## src/rtl/core/rtp_pkg.sv

```systemverilog
// Package for the RFC 3339 timestamp parser: queue and length settings, the queue record,
// calendar constants and the two lookup tables. Depends on nothing.
`default_nettype none

package rtp_pkg;

	// Entries in the queue between the byte parser and the arithmetic pipeline.
	localparam int QUEUE_DEPTH = 4;

	// Texts shorter than this are rejected.
	localparam int MIN_TEXT_LEN = 20;

	// Floor division by 100 through a reciprocal; exact for all 14-bit years.
	localparam int DIV100_MUL   = 5243;
	localparam int DIV100_SHIFT = 19;

	localparam int SECS_PER_DAY  = 86400;
	localparam int SECS_PER_HOUR = 3600;
	localparam int SECS_PER_MIN  = 60;
	localparam int MINS_PER_HOUR = 60;

	// Days from the start of year 0 to the start of 1970.
	localparam int EPOCH_YEAR = 1970;
	localparam int EPOCH_DAYS = 365 * EPOCH_YEAR + (EPOCH_YEAR + 3) / 4
		- (EPOCH_YEAR + 99) / 100 + (EPOCH_YEAR + 399) / 400;

	typedef struct packed {
		logic        parse_status;
		logic [13:0] year;
		logic [6:0]  month;
		logic [6:0]  day;
		logic [6:0]  hour;
		logic [6:0]  minute;
		logic [6:0]  second;
		logic [29:0] fraction;
		logic [3:0]  fraction_count;
		logic        offset_negative;
		logic [6:0]  offset_hours;
		logic [6:0]  offset_mins;
	} rtp_rec_t;

	// Days before the first of a month; months above 12 count the whole year.
	function automatic logic [8:0] days_before_month(input logic [6:0] month);
		logic [8:0] d;
		case (month)
			7'd0, 7'd1: d = 9'd0;
			7'd2:  d = 9'd31;
			7'd3:  d = 9'd59;
			7'd4:  d = 9'd90;
			7'd5:  d = 9'd120;
			7'd6:  d = 9'd151;
			7'd7:  d = 9'd181;
			7'd8:  d = 9'd212;
			7'd9:  d = 9'd243;
			7'd10: d = 9'd273;
			7'd11: d = 9'd304;
			7'd12: d = 9'd334;
			default: d = 9'd365;
		endcase
		return d;
	endfunction

	// Scale that right-pads a fraction of the given digit count to nanoseconds.
	function automatic logic [29:0] pad_scale(input logic [3:0] count);
		logic [29:0] s;
		case (count)
			4'd0: s = 30'd1000000000;
			4'd1: s = 30'd100000000;
			4'd2: s = 30'd10000000;
			4'd3: s = 30'd1000000;
			4'd4: s = 30'd100000;
			4'd5: s = 30'd10000;
			4'd6: s = 30'd1000;
			4'd7: s = 30'd100;
			4'd8: s = 30'd10;
			default: s = 30'd1;
		endcase
		return s;
	endfunction

endpackage

`default_nettype wire

```

## src/rtl/core/rtp_if.sv

```systemverilog
// Stream interfaces of the timestamp parser: the text byte channel and the
// result channel, each with valid, ready and named payload fields. No dependencies.
`default_nettype none

interface rtp_text_if;
	logic       valid;
	logic       ready;
	logic [7:0] text_byte;
	logic       end_of_text;

	modport source(output valid, text_byte, end_of_text, input ready);
	modport sink(input valid, text_byte, end_of_text, output ready);
endinterface

interface rtp_result_if;
	logic               valid;
	logic               ready;
	logic               parse_status;
	logic signed [38:0] epoch_seconds;
	logic        [29:0] nanoseconds;
	logic signed [13:0] offset_minutes;

	modport source(output valid, parse_status, epoch_seconds, nanoseconds, offset_minutes,
		input ready);
	modport sink(input valid, parse_status, epoch_seconds, nanoseconds, offset_minutes,
		output ready);
endinterface

`default_nettype wire

```

## src/rtl/core/rtp_queue.sv

```systemverilog
// Short FIFO of parsed timestamp records between the byte parser and the
// arithmetic pipeline. Depends on rtp_pkg.
`default_nettype none

module rtp_queue (
	input  wire logic              clk,
	input  wire logic              arst_n,
	input  wire logic              push,
	input  wire rtp_pkg::rtp_rec_t push_rec,
	output logic                   full,
	input  wire logic              pop,
	output rtp_pkg::rtp_rec_t      head_rec,
	output logic                   empty
);

	localparam int DEPTH = rtp_pkg::QUEUE_DEPTH;
	localparam int PTR_W = (DEPTH > 1) ? $clog2(DEPTH) : 1;
	localparam int CNT_W = $clog2(DEPTH + 1);

	rtp_pkg::rtp_rec_t entry_q [DEPTH];
	logic [PTR_W-1:0]  wr_ptr_q;
	logic [PTR_W-1:0]  rd_ptr_q;
	logic [CNT_W-1:0]  count_q;
	logic              do_push;
	logic              do_pop;

	assign full     = (count_q == CNT_W'(DEPTH));
	assign empty    = (count_q == '0);
	assign do_push  = push && !full;
	assign do_pop   = pop && !empty;
	assign head_rec = entry_q[rd_ptr_q];

	always_ff @(posedge clk) begin
		if (do_push) begin
			entry_q[wr_ptr_q] <= push_rec;
		end
	end

	always_ff @(posedge clk or negedge arst_n) begin
		if (!arst_n) begin
			wr_ptr_q <= '0;
			rd_ptr_q <= '0;
			count_q  <= '0;
		end else begin
			if (do_push) begin
				wr_ptr_q <= (wr_ptr_q == PTR_W'(DEPTH - 1)) ? '0 : wr_ptr_q + PTR_W'(1);
			end
			if (do_pop) begin
				rd_ptr_q <= (rd_ptr_q == PTR_W'(DEPTH - 1)) ? '0 : rd_ptr_q + PTR_W'(1);
			end
			if (do_push && !do_pop) begin
				count_q <= count_q + CNT_W'(1);
			end else if (do_pop && !do_push) begin
				count_q <= count_q - CNT_W'(1);
			end
		end
	end

endmodule

`default_nettype wire

```

## src/rtl/core/rtp_front.sv

```systemverilog
// Byte parser: takes one text byte per transfer, tracks the position in the
// timestamp form and pushes one record per timestamp. Depends on rtp_pkg, rtp_if.
`default_nettype none

module rtp_front #(
	parameter int FRACTION_DIGITS = 9
) (
	input  wire logic         clk,
	input  wire logic         arst_n,
	rtp_text_if.sink          text,
	input  wire logic         queue_full,
	output logic              push,
	output rtp_pkg::rtp_rec_t rec
);

	localparam int FRAC_W = $clog2(10 ** FRACTION_DIGITS);
	localparam int ACC_W  = FRAC_W + 4;
	localparam int CNT_W  = $clog2(FRACTION_DIGITS + 1);

	localparam logic [4:0] PH_SEP_YM    = 5'd4;
	localparam logic [4:0] PH_SEP_MD    = 5'd7;
	localparam logic [4:0] PH_SEP_DT    = 5'd10;
	localparam logic [4:0] PH_SEP_HM    = 5'd13;
	localparam logic [4:0] PH_SEP_MS    = 5'd16;
	localparam logic [4:0] PH_AFTER_SEC = 5'd19;
	localparam logic [4:0] PH_FRAC      = 5'd20;
	localparam logic [4:0] PH_OFF_H1    = 5'd21;
	localparam logic [4:0] PH_OFF_H2    = 5'd22;
	localparam logic [4:0] PH_OFF_COLON = 5'd23;
	localparam logic [4:0] PH_OFF_M1    = 5'd24;
	localparam logic [4:0] PH_OFF_M2    = 5'd25;
	localparam logic [4:0] PH_DONE      = 5'd26;

	localparam logic [7:0] CH_DASH  = 8'h2D;
	localparam logic [7:0] CH_COLON = 8'h3A;
	localparam logic [7:0] CH_T     = 8'h54;
	localparam logic [7:0] CH_DOT   = 8'h2E;
	localparam logic [7:0] CH_Z     = 8'h5A;
	localparam logic [7:0] CH_PLUS  = 8'h2B;

	logic [5:0]        pos_q, pos_d;
	logic [4:0]        phase_q, phase_d;
	logic              err_q, err_d;
	logic [13:0]       year_q, year_d;
	logic [6:0]        month_q, month_d;
	logic [6:0]        day_q, day_d;
	logic [6:0]        hour_q, hour_d;
	logic [6:0]        minute_q, minute_d;
	logic [6:0]        second_q, second_d;
	logic [FRAC_W-1:0] frac_q, frac_d;
	logic [CNT_W-1:0]  cnt_q, cnt_d;
	logic              neg_q, neg_d;
	logic [6:0]        offh_q, offh_d;
	logic [6:0]        offm_q, offm_d;

	logic       accept;
	logic       is_digit;
	logic [3:0] digit;
	logic       is_sep;
	logic [7:0] sep_char;
	logic [7:0] c;

	assign c          = text.text_byte;
	assign text.ready = !queue_full;
	assign accept     = text.valid && text.ready;
	assign push       = accept && text.end_of_text;

	assign is_digit = (c >= 8'h30) && (c <= 8'h39);
	assign digit    = is_digit ? c[3:0] : 4'd0;
	assign is_sep   = (phase_q == PH_SEP_YM) || (phase_q == PH_SEP_MD) ||
		(phase_q == PH_SEP_DT) || (phase_q == PH_SEP_HM) || (phase_q == PH_SEP_MS);
	assign sep_char = (phase_q == PH_SEP_DT) ? CH_T :
		((phase_q == PH_SEP_HM || phase_q == PH_SEP_MS) ? CH_COLON : CH_DASH);

	always_comb begin
		pos_d    = (pos_q == 6'd63) ? pos_q : pos_q + 6'd1;
		phase_d  = phase_q;
		err_d    = err_q;
		year_d   = year_q;
		month_d  = month_q;
		day_d    = day_q;
		hour_d   = hour_q;
		minute_d = minute_q;
		second_d = second_q;
		frac_d   = frac_q;
		cnt_d    = cnt_q;
		neg_d    = neg_q;
		offh_d   = offh_q;
		offm_d   = offm_q;
		// Once an error is seen, later bytes change nothing but the byte position until the final one.
		if (!err_q) begin
			if (phase_q < PH_AFTER_SEC) begin
				if (is_sep) begin
					if (c != sep_char) begin
						err_d = 1'b1;
					end else begin
						phase_d = phase_q + 5'd1;
					end
				end else if (!is_digit) begin
					err_d = 1'b1;
				end else begin
					phase_d = phase_q + 5'd1;
					if (phase_q < PH_SEP_YM) begin
						year_d = year_q * 14'd10 + 14'(digit);
					end else if (phase_q < PH_SEP_MD) begin
						month_d = month_q * 7'd10 + 7'(digit);
					end else if (phase_q < PH_SEP_DT) begin
						day_d = day_q * 7'd10 + 7'(digit);
					end else if (phase_q < PH_SEP_HM) begin
						hour_d = hour_q * 7'd10 + 7'(digit);
					end else if (phase_q < PH_SEP_MS) begin
						minute_d = minute_q * 7'd10 + 7'(digit);
					end else begin
						second_d = second_q * 7'd10 + 7'(digit);
					end
				end
			end else begin
				case (phase_q)
					PH_AFTER_SEC, PH_FRAC: begin
						if (phase_q == PH_AFTER_SEC && c == CH_DOT) begin
							phase_d = PH_FRAC;
						end else if (phase_q == PH_FRAC && is_digit &&
								cnt_q < CNT_W'(FRACTION_DIGITS)) begin
							frac_d = FRAC_W'(ACC_W'(frac_q) * ACC_W'(10) + ACC_W'(digit));
							cnt_d  = cnt_q + CNT_W'(1);
						end else if (c == CH_Z) begin
							phase_d = PH_DONE;
						end else if (c == CH_PLUS || c == CH_DASH) begin
							neg_d   = (c == CH_DASH);
							phase_d = PH_OFF_H1;
						end else begin
							err_d = 1'b1;
						end
					end
					PH_OFF_H1, PH_OFF_H2: begin
						if (!is_digit) begin
							err_d = 1'b1;
						end else begin
							offh_d  = offh_q * 7'd10 + 7'(digit);
							phase_d = phase_q + 5'd1;
						end
					end
					PH_OFF_COLON: begin
						if (c != CH_COLON) begin
							err_d = 1'b1;
						end else begin
							phase_d = PH_OFF_M1;
						end
					end
					PH_OFF_M1, PH_OFF_M2: begin
						if (!is_digit) begin
							err_d = 1'b1;
						end else begin
							offm_d  = offm_q * 7'd10 + 7'(digit);
							phase_d = (phase_q == PH_OFF_M2) ? PH_DONE : PH_OFF_M2;
						end
					end
					default: begin
						err_d = 1'b1;
					end
				endcase
			end
		end
	end

	always_comb begin
		rec.parse_status    = err_d || (phase_d != PH_DONE) ||
			(pos_d < 6'(rtp_pkg::MIN_TEXT_LEN));
		rec.year            = year_d;
		rec.month           = month_d;
		rec.day             = day_d;
		rec.hour            = hour_d;
		rec.minute          = minute_d;
		rec.second          = second_d;
		rec.fraction        = 30'(frac_d);
		rec.fraction_count  = 4'(cnt_d);
		rec.offset_negative = neg_d;
		rec.offset_hours    = offh_d;
		rec.offset_mins     = offm_d;
	end

	always_ff @(posedge clk or negedge arst_n) begin
		if (!arst_n) begin
			pos_q    <= '0;
			phase_q  <= '0;
			err_q    <= 1'b0;
			year_q   <= '0;
			month_q  <= '0;
			day_q    <= '0;
			hour_q   <= '0;
			minute_q <= '0;
			second_q <= '0;
			frac_q   <= '0;
			cnt_q    <= '0;
			neg_q    <= 1'b0;
			offh_q   <= '0;
			offm_q   <= '0;
		end else if (accept) begin
			if (text.end_of_text) begin
				// The final byte hands its record over and starts a fresh timestamp.
				pos_q    <= '0;
				phase_q  <= '0;
				err_q    <= 1'b0;
				year_q   <= '0;
				month_q  <= '0;
				day_q    <= '0;
				hour_q   <= '0;
				minute_q <= '0;
				second_q <= '0;
				frac_q   <= '0;
				cnt_q    <= '0;
				neg_q    <= 1'b0;
				offh_q   <= '0;
				offm_q   <= '0;
			end else begin
				pos_q    <= pos_d;
				phase_q  <= phase_d;
				err_q    <= err_d;
				year_q   <= year_d;
				month_q  <= month_d;
				day_q    <= day_d;
				hour_q   <= hour_d;
				minute_q <= minute_d;
				second_q <= second_d;
				frac_q   <= frac_d;
				cnt_q    <= cnt_d;
				neg_q    <= neg_d;
				offh_q   <= offh_d;
				offm_q   <= offm_d;
			end
		end
	end

endmodule

`default_nettype wire

```

## src/rtl/core/rtp_back.sv

```systemverilog
// Three-stage arithmetic pipeline that turns a parsed record into Unix seconds,
// nanoseconds and the zone offset. Depends on rtp_pkg and rtp_if.
`default_nettype none

module rtp_back (
	input  wire logic              clk,
	input  wire logic              arst_n,
	input  wire rtp_pkg::rtp_rec_t head_rec,
	input  wire logic              empty,
	output logic                   pop,
	rtp_result_if.source           result
);

	logic advance;
	logic v_s1, v_s2, v_s3;

	// Stage 1
	logic               status_s1;
	logic [13:0]        year_s1;
	logic [6:0]         q100_s1;
	logic [8:0]         dbm_s1;
	logic               late_s1;
	logic [6:0]         day_s1;
	logic [18:0]        hms_s1;
	logic signed [13:0] off_s1;
	logic [29:0]        ns_s1;

	// Stage 2
	logic               status_s2;
	logic signed [24:0] days_s2;
	logic signed [21:0] tod_s2;
	logic signed [13:0] off_s2;
	logic [29:0]        ns_s2;

	// Stage 3 is the output register
	logic               status_s3;
	logic signed [38:0] secs_s3;
	logic [29:0]        ns_s3;
	logic signed [13:0] off_s3;

	logic [25:0]        q100_prod;
	logic [12:0]        off_mag;
	logic signed [13:0] off_d;
	logic [18:0]        hms_d;
	logic [3:0]         cnt_clamped;
	logic [13:0]        rem100;
	logic               rem_nz;
	logic               leap;
	logic [12:0]        ceil4;
	logic [6:0]         ceil100;
	logic [5:0]         ceil400;
	logic [24:0]        days_pos;
	logic [24:0]        days_neg;
	logic signed [21:0] off_wide;
	logic signed [40:0] secs_full;

	assign advance = !v_s3 || result.ready;
	assign pop     = advance && !empty;

	// Stage 1: year divided by 100, month table, time of day in seconds, offset in minutes, fraction scale.
	assign q100_prod   = 26'(head_rec.year) * 26'(rtp_pkg::DIV100_MUL);
	assign off_mag     = 13'(head_rec.offset_hours) * 13'(rtp_pkg::MINS_PER_HOUR) +
		13'(head_rec.offset_mins);
	assign off_d       = head_rec.offset_negative ? -$signed({1'b0, off_mag}) :
		$signed({1'b0, off_mag});
	assign hms_d       = 19'(head_rec.hour) * 19'(rtp_pkg::SECS_PER_HOUR) +
		19'(head_rec.minute) * 19'(rtp_pkg::SECS_PER_MIN) + 19'(head_rec.second);
	assign cnt_clamped = (head_rec.fraction_count > 4'd9) ? 4'd9 : head_rec.fraction_count;

	always_ff @(posedge clk) begin
		if (advance) begin
			status_s1 <= head_rec.parse_status;
			year_s1   <= head_rec.year;
			q100_s1   <= q100_prod[rtp_pkg::DIV100_SHIFT +: 7];
			dbm_s1    <= rtp_pkg::days_before_month(head_rec.month);
			late_s1   <= (head_rec.month >= 7'd3);
			day_s1    <= head_rec.day;
			hms_s1    <= hms_d;
			off_s1    <= off_d;
			ns_s1     <= head_rec.fraction * rtp_pkg::pad_scale(cnt_clamped);
		end
	end

	// Stage 2: day count in closed form and time of day less the offset.
	assign rem100  = year_s1 - 14'(q100_s1) * 14'd100;
	assign rem_nz  = (rem100 != 14'd0);
	assign leap    = (year_s1[1:0] == 2'd0 && rem_nz) || (!rem_nz && q100_s1[1:0] == 2'd0);
	assign ceil4   = 13'((15'(year_s1) + 15'd3) >> 2);
	assign ceil100 = q100_s1 + 7'(rem_nz);
	assign ceil400 = 6'(q100_s1 >> 2) + 6'(rem_nz || (q100_s1[1:0] != 2'd0));
	assign days_pos = 25'(year_s1) * 25'd365 + 25'(ceil4) + 25'(ceil400) + 25'(dbm_s1) +
		25'(late_s1 && leap) + 25'(day_s1);
	assign days_neg = 25'(ceil100) + 25'(rtp_pkg::EPOCH_DAYS) + 25'd1;
	assign off_wide = 22'(off_s1);

	always_ff @(posedge clk) begin
		if (advance) begin
			status_s2 <= status_s1;
			days_s2   <= $signed(days_pos - days_neg);
			tod_s2    <= $signed(22'(hms_s1)) - off_wide * 22'sd60;
			off_s2    <= off_s1;
			ns_s2     <= ns_s1;
		end
	end

	// Stage 3: days to seconds; a malformed text gives zeros.
	assign secs_full = 41'(days_s2) * 41'sd86400 + 41'(tod_s2);

	always_ff @(posedge clk) begin
		if (advance) begin
			status_s3 <= status_s2;
			secs_s3   <= status_s2 ? '0 : secs_full[38:0];
			ns_s3     <= status_s2 ? '0 : ns_s2;
			off_s3    <= status_s2 ? '0 : off_s2;
		end
	end

	always_ff @(posedge clk or negedge arst_n) begin
		if (!arst_n) begin
			v_s1 <= 1'b0;
			v_s2 <= 1'b0;
			v_s3 <= 1'b0;
		end else if (advance) begin
			v_s1 <= !empty;
			v_s2 <= v_s1;
			v_s3 <= v_s2;
		end
	end

	assign result.valid          = v_s3;
	assign result.parse_status   = status_s3;
	assign result.epoch_seconds  = secs_s3;
	assign result.nanoseconds    = ns_s3;
	assign result.offset_minutes = off_s3;

endmodule

`default_nettype wire

```

## src/rtl/core/rfc3339_timestamp_parser.sv

```systemverilog
// RFC 3339 timestamp parser: one text byte per transfer, one result per timestamp.
// Throughput is one byte per cycle while the queue has room; the parser updates its
// phase on each accepted byte. A result is offered once the final byte's record passes a
// four-entry record queue and a three-stage arithmetic pipeline that stalls as a whole.
// Reset (arst_n low) clears parser state, queue pointers and pipeline valid bits at once.
`default_nettype none

module rfc3339_timestamp_parser #(
	parameter int FRACTION_DIGITS = 9
) (
	input  wire logic    clk,
	input  wire logic    arst_n,
	rtp_text_if.sink     text,
	rtp_result_if.source result
);

	rtp_pkg::rtp_rec_t push_rec;
	rtp_pkg::rtp_rec_t head_rec;
	logic              push;
	logic              full;
	logic              pop;
	logic              empty;

	rtp_front #(
		.FRACTION_DIGITS(FRACTION_DIGITS)
	) u_front (
		.clk       (clk),
		.arst_n    (arst_n),
		.text      (text),
		.queue_full(full),
		.push      (push),
		.rec       (push_rec)
	);

	rtp_queue u_queue (
		.clk     (clk),
		.arst_n  (arst_n),
		.push    (push),
		.push_rec(push_rec),
		.full    (full),
		.pop     (pop),
		.head_rec(head_rec),
		.empty   (empty)
	);

	rtp_back u_back (
		.clk     (clk),
		.arst_n  (arst_n),
		.head_rec(head_rec),
		.empty   (empty),
		.pop     (pop),
		.result  (result)
	);

endmodule

`default_nettype wire

```

## src/flat_wrapper.sv

```systemverilog
// flat-port wrapper written by rule: the top's interface ports become plain ports
module rfc3339_timestamp_parser_flat 
#(
	parameter int FRACTION_DIGITS = 9
)
  (clk, arst_n, text_valid, text_text_byte, text_end_of_text, text_ready, result_valid, result_parse_status, result_epoch_seconds, result_nanoseconds, result_offset_minutes, result_ready);
  rtp_text_if text_i ();
  rtp_result_if result_i ();
  input  wire logic clk;
  input  wire logic arst_n;
  input wire logic [$bits(text_i.valid)-1:0] text_valid;
  input wire logic [$bits(text_i.text_byte)-1:0] text_text_byte;
  input wire logic [$bits(text_i.end_of_text)-1:0] text_end_of_text;
  output wire logic [$bits(text_i.ready)-1:0] text_ready;
  output wire logic [$bits(result_i.valid)-1:0] result_valid;
  output wire logic [$bits(result_i.parse_status)-1:0] result_parse_status;
  output wire logic [$bits(result_i.epoch_seconds)-1:0] result_epoch_seconds;
  output wire logic [$bits(result_i.nanoseconds)-1:0] result_nanoseconds;
  output wire logic [$bits(result_i.offset_minutes)-1:0] result_offset_minutes;
  input wire logic [$bits(result_i.ready)-1:0] result_ready;
  assign text_i.valid = text_valid;
  assign text_i.text_byte = text_text_byte;
  assign text_i.end_of_text = text_end_of_text;
  assign text_ready = text_i.ready;
  assign result_valid = result_i.valid;
  assign result_parse_status = result_i.parse_status;
  assign result_epoch_seconds = result_i.epoch_seconds;
  assign result_nanoseconds = result_i.nanoseconds;
  assign result_offset_minutes = result_i.offset_minutes;
  assign result_i.ready = result_ready;
  rfc3339_timestamp_parser #(.FRACTION_DIGITS(FRACTION_DIGITS)) u_core (.clk(clk), .arst_n(arst_n), .text(text_i), .result(result_i));
endmodule
```

## config.mk

```make
export PLATFORM = sky130hd
export DESIGN_NAME = rfc3339_timestamp_parser_flat
export DESIGN_NICKNAME = d
export VERILOG_FILES = /design/src/rtl/core/rtp_pkg.sv /design/src/rtl/core/rtp_if.sv /design/src/rtl/core/rtp_queue.sv /design/src/rtl/core/rtp_front.sv /design/src/rtl/core/rtp_back.sv /design/src/rtl/core/rfc3339_timestamp_parser.sv /design/src/flat_wrapper.sv
export SDC_FILE = /design/constraint.sdc
export NUM_CORES = 2
export LEC_CHECK = 0
export ABC_AREA = 1
export BUFFER_PORTS_ARGS = -buffer_cell sky130_fd_sc_hd__buf_4
export CORE_MARGIN = 1.5
export CORE_UTILIZATION = 59
export DETAILED_ROUTE_END_ITERATION = 7
export GPL_ROUTABILITY_DRIVEN = 0
export PLACE_DENSITY = 0.78
export SYNTH_ARGS = -nofsm -noshare
export SYNTH_HDL_FRONTEND = slang
export SYNTH_HIERARCHICAL = 1
export SYNTH_SLANG_ARGS = --single-unit
```

## constraint.sdc

```tcl
create_clock -name clk -period 8.3 [get_ports clk]
set_input_delay 0.83 -clock clk [delete_from_list [all_inputs] [get_ports clk]]
set_output_delay 0.83 -clock clk [all_outputs]
set_load 0.03 [all_outputs]
```

==> flow_summary.ini <==
[run_status]
status = complete, but fails checks
failed_checks = setup timing

[sta]
hold_violations = 0
final-setup-viol-count = 15
setup_tns_ns = -4.12
finalCritPeriodShare = 1.04
worst_slew_pin_slew_ns = 1.10
rsz0062_at_grt = true
fmax_mhz = 115
slew_headroom = 0.261
skew_ns = 0.0564
setup_slack_ns = -0.371
fin_crit_ns = 8.67
drv_slew = 0

[yosys]
syn-cell-area_sq_um = 72900
syn_avg_cell_area_sq_um = 8.98
synthFlopType = edfxtp_1
ys_seq_area_frac = 0.319
async_flop_share = 0.151
synth_cell_type_count = 63
ys_ff_latch = 794
synth_fp_nets = 9559
synth_enable_flop_cells = 674
yosys_warnings = 6
synthCells = 8117

[floorplan]
num_rows = 128
core_sq_um = 122000
die_h_microns = 355
boundaryPins = 99
die_x_microns = 355
start_util = 0.597
dieArea_sq_um = 126000

[cells_and_area]
n_antenna_cell = 0
areaGrowthSynthToFinish_pct = 11.1
drive_above_1_share = 0.0906
fin_util = 0.663
fin_nets = 9808
fillers = 9185

[cts]
clkTransAtPathRegs_ns = 0.06
clock-sinks = 794
cts_tree = done
holdBufCountCts = 0
htree_levels = 3
cts-root-buf = clkbuf_16
clockBufferDepth = 3
cts-buffers-inserted = 85
insertion_delay_ns = 0.72

[route]
ant_nets = 0
vias_per_cell = 5.51
vias = 55411
wl_mm = 171
dr.pass1.iters = 8
drt_iter0_drc = 4419
routedWlPerCell_microns = 17.0
drc = 0

[global_route]
grt_use_total = 0.268
antenna_found_initial = 1
grt_pass1_vias = 55845
grt_pass1_wl_mm = 275
globalRoute.totalOverflow = 0
grt_max_degree = 161

[worst_setup_path]
cp.arrival_ns = 9.14
startpoint_type = register
path_delay_family = adder cells
critPathSlowestCell = fa_1
critPathMaxFanout = 4
r2r_slack_ns = -0.37
critical_path_class = register to register
required_ns = 8.76
crit_buf_inv = 7
reg2regPathDepth = 44
max_stage_delay_ns = 0.52
reg2reg_from = u_core/u_back/q100_s1[2]
end_kind = register
worstReg2RegEnd = u_core/u_back/days_s2[16]

[worst_hold_path]
holdCritPathClass = input port to asynchronous set/reset pin

[place]
hpwlAfterDp_mm = 127
dp_slack_ns = -0.443
port_buffers = 98

[flow_run]
drv_cap = 0
[placed cells by master (no fill, tap or decap), types with 17 or more instances in the layout]
master,count
xor2_1,192
o21ai_1,21
o211ai_1,217
inv_2,34
xnor2_1,102
inv_1,1773
nor2_4,22
clkbuf_16,89
nand2_1,1646
o21ai_0,217
o22ai_1,50
or2_2,18
ha_4,31
nor3_1,37
nand3_1,247
ha_1,754
a31oi_1,21
fa_1,628
clkbuf_1,17
a21oi_1,274
nor2_1,454
clkinv_1,21
dfrtp_1,118
o21a_1,17
a21oi_2,20
o21bai_1,22
nand2_2,51
buf_4,292
a21o_1,23
nand4_1,63
edfxtp_1,674
nor2_2,23
[per-layer routing]
layer | wire [microns] | track usage
met5 | 13 | 0
met3 | 13000 | 0.0394
met4 | 6190 | 0.0944
met1 | 70200 | 0.353
met2 | 81700 | 0.454
[worst register-to-register path: cells and delay by family (launching register included)]
family | cells | cell delay, ns
fa+ha+maj | 13 | 4.57
simple gates | 13 | 1.55
compound gates | 9 | 1.21
flops | 1 | 0.49
buf+inv | 7 | 0.36
xor+xnor | 2 | 0.30
[what timing repair did]
action | 4_1_cts | 5_1_grt
setup endpoints to repair | 27 | 33
cloned | 1 | 6
pin swaps | 43 | 99
gates resized for setup | 49 | 172
buffers inserted | 13 | 41
[worst max-delay path by stage]
stage,startpoint,to,slack [ns],cells past startpoint
floorplan,u_core/u_queue/rd_ptr_q[0],u_core/u_back/ns_s1[24],0.04,41
global placement,u_core/u_back/q100_s1[2],u_core/u_back/days_s2[16],-0.31,43
detailed placement,u_core/u_back/q100_s1[2],u_core/u_back/days_s2[16],-0.44,44
CTS,u_core/u_back/q100_s1[2],u_core/u_back/days_s2[16],-0.15,43
global route,u_core/u_back/q100_s1[2],u_core/u_back/days_s2[23],-0.78,46
finish,u_core/u_back/q100_s1[2],u_core/u_back/days_s2[16],-0.37,44
[Yosys cell counts (40+ instances only)]
library cell  number  area share
a21oi_1          298       0.020
buf_2             44      0.0030
clkbuf_1         106      0.0055
dfrtp_1          120       0.041
edfxtp_1         674        0.28
fa_1             639        0.18
ha_1             790        0.14
inv_1           1795       0.092
nand2_1         1679       0.086
nand3_1          255       0.017
nand4_1           63      0.0054
nor2_1           472       0.024
nor3_1            40      0.0027
o211ai_1         217       0.022
o21ai_0          226       0.016
o22ai_1           50      0.0043
xnor2_1          104       0.012
xor2_1           195       0.023
[cells by family after synthesis]
family                     Yosys count  share of synthesized area
AOI/OAI and AO/OA                  952                     0.0789
xor gates and xnor gates           300                     0.0361
adders and majority gates         1429                      0.311
buffers and inverters             1997                      0.104
DFF                                794                      0.319
muxes                                6                   0.000824
and+or+nand+nor                   2639                      0.150
[registers in the layout (all words and copies together), names as in the netlist, 9 cells and up]
| name | cells |
|---|---|
| u_core/u_back/off_s2 | 14 |
| u_core/u_back/off_s1 | 14 |
| u_core/u_back/days_s2 | 25 |
| u_core/u_queue/entry_q | 396 |
| u_core/u_back/result.nanoseconds | 30 |
| u_core/u_back/ns_s1 | 30 |
| u_core/u_back/year_s1 | 14 |
| u_core/u_back/dbm_s1 | 9 |
| u_core/u_front/frac_q | 30 |
| u_core/u_back/tod_s2 | 22 |
| u_core/u_back/hms_s1 | 19 |
| u_core/u_back/result.epoch_seconds | 39 |
| u_core/u_back/result.offset_minutes | 14 |
| u_core/u_back/ns_s2 | 30 |
| u_core/u_front/year_q | 14 |
[per-stage QoR]
| stage | hold slack, ns | instances | cell area [sq um] |
|---|---|---|---|
| global placement | 0.400 | 9843 | 76600 |
| finish | 0.122 | 10062 | 81000 |
| CTS | 0.110 | 10015 | 79800 |
| global route | 0.160 | 10062 | 81000 |
| detailed placement | 0.405 | 9843 | 76600 |
| floorplan | 0.400 | 8117 | 73100 |
[area by class of cell]
class,count,area (sq um),area share
clock inverter,52,666,0.00822
tap,1625,2030,0.0251
sequential,794,23200,0.287
timing repair buffer,329,2810,0.0346
multi-input combinational,5328,43100,0.532
clock buffer,106,2250,0.0277
inverter,1828,6900,0.0852
Power is left out: the tool's default activity adds up to more than one toggle a clock period on the data nets, which glitch-free logic cannot reach.
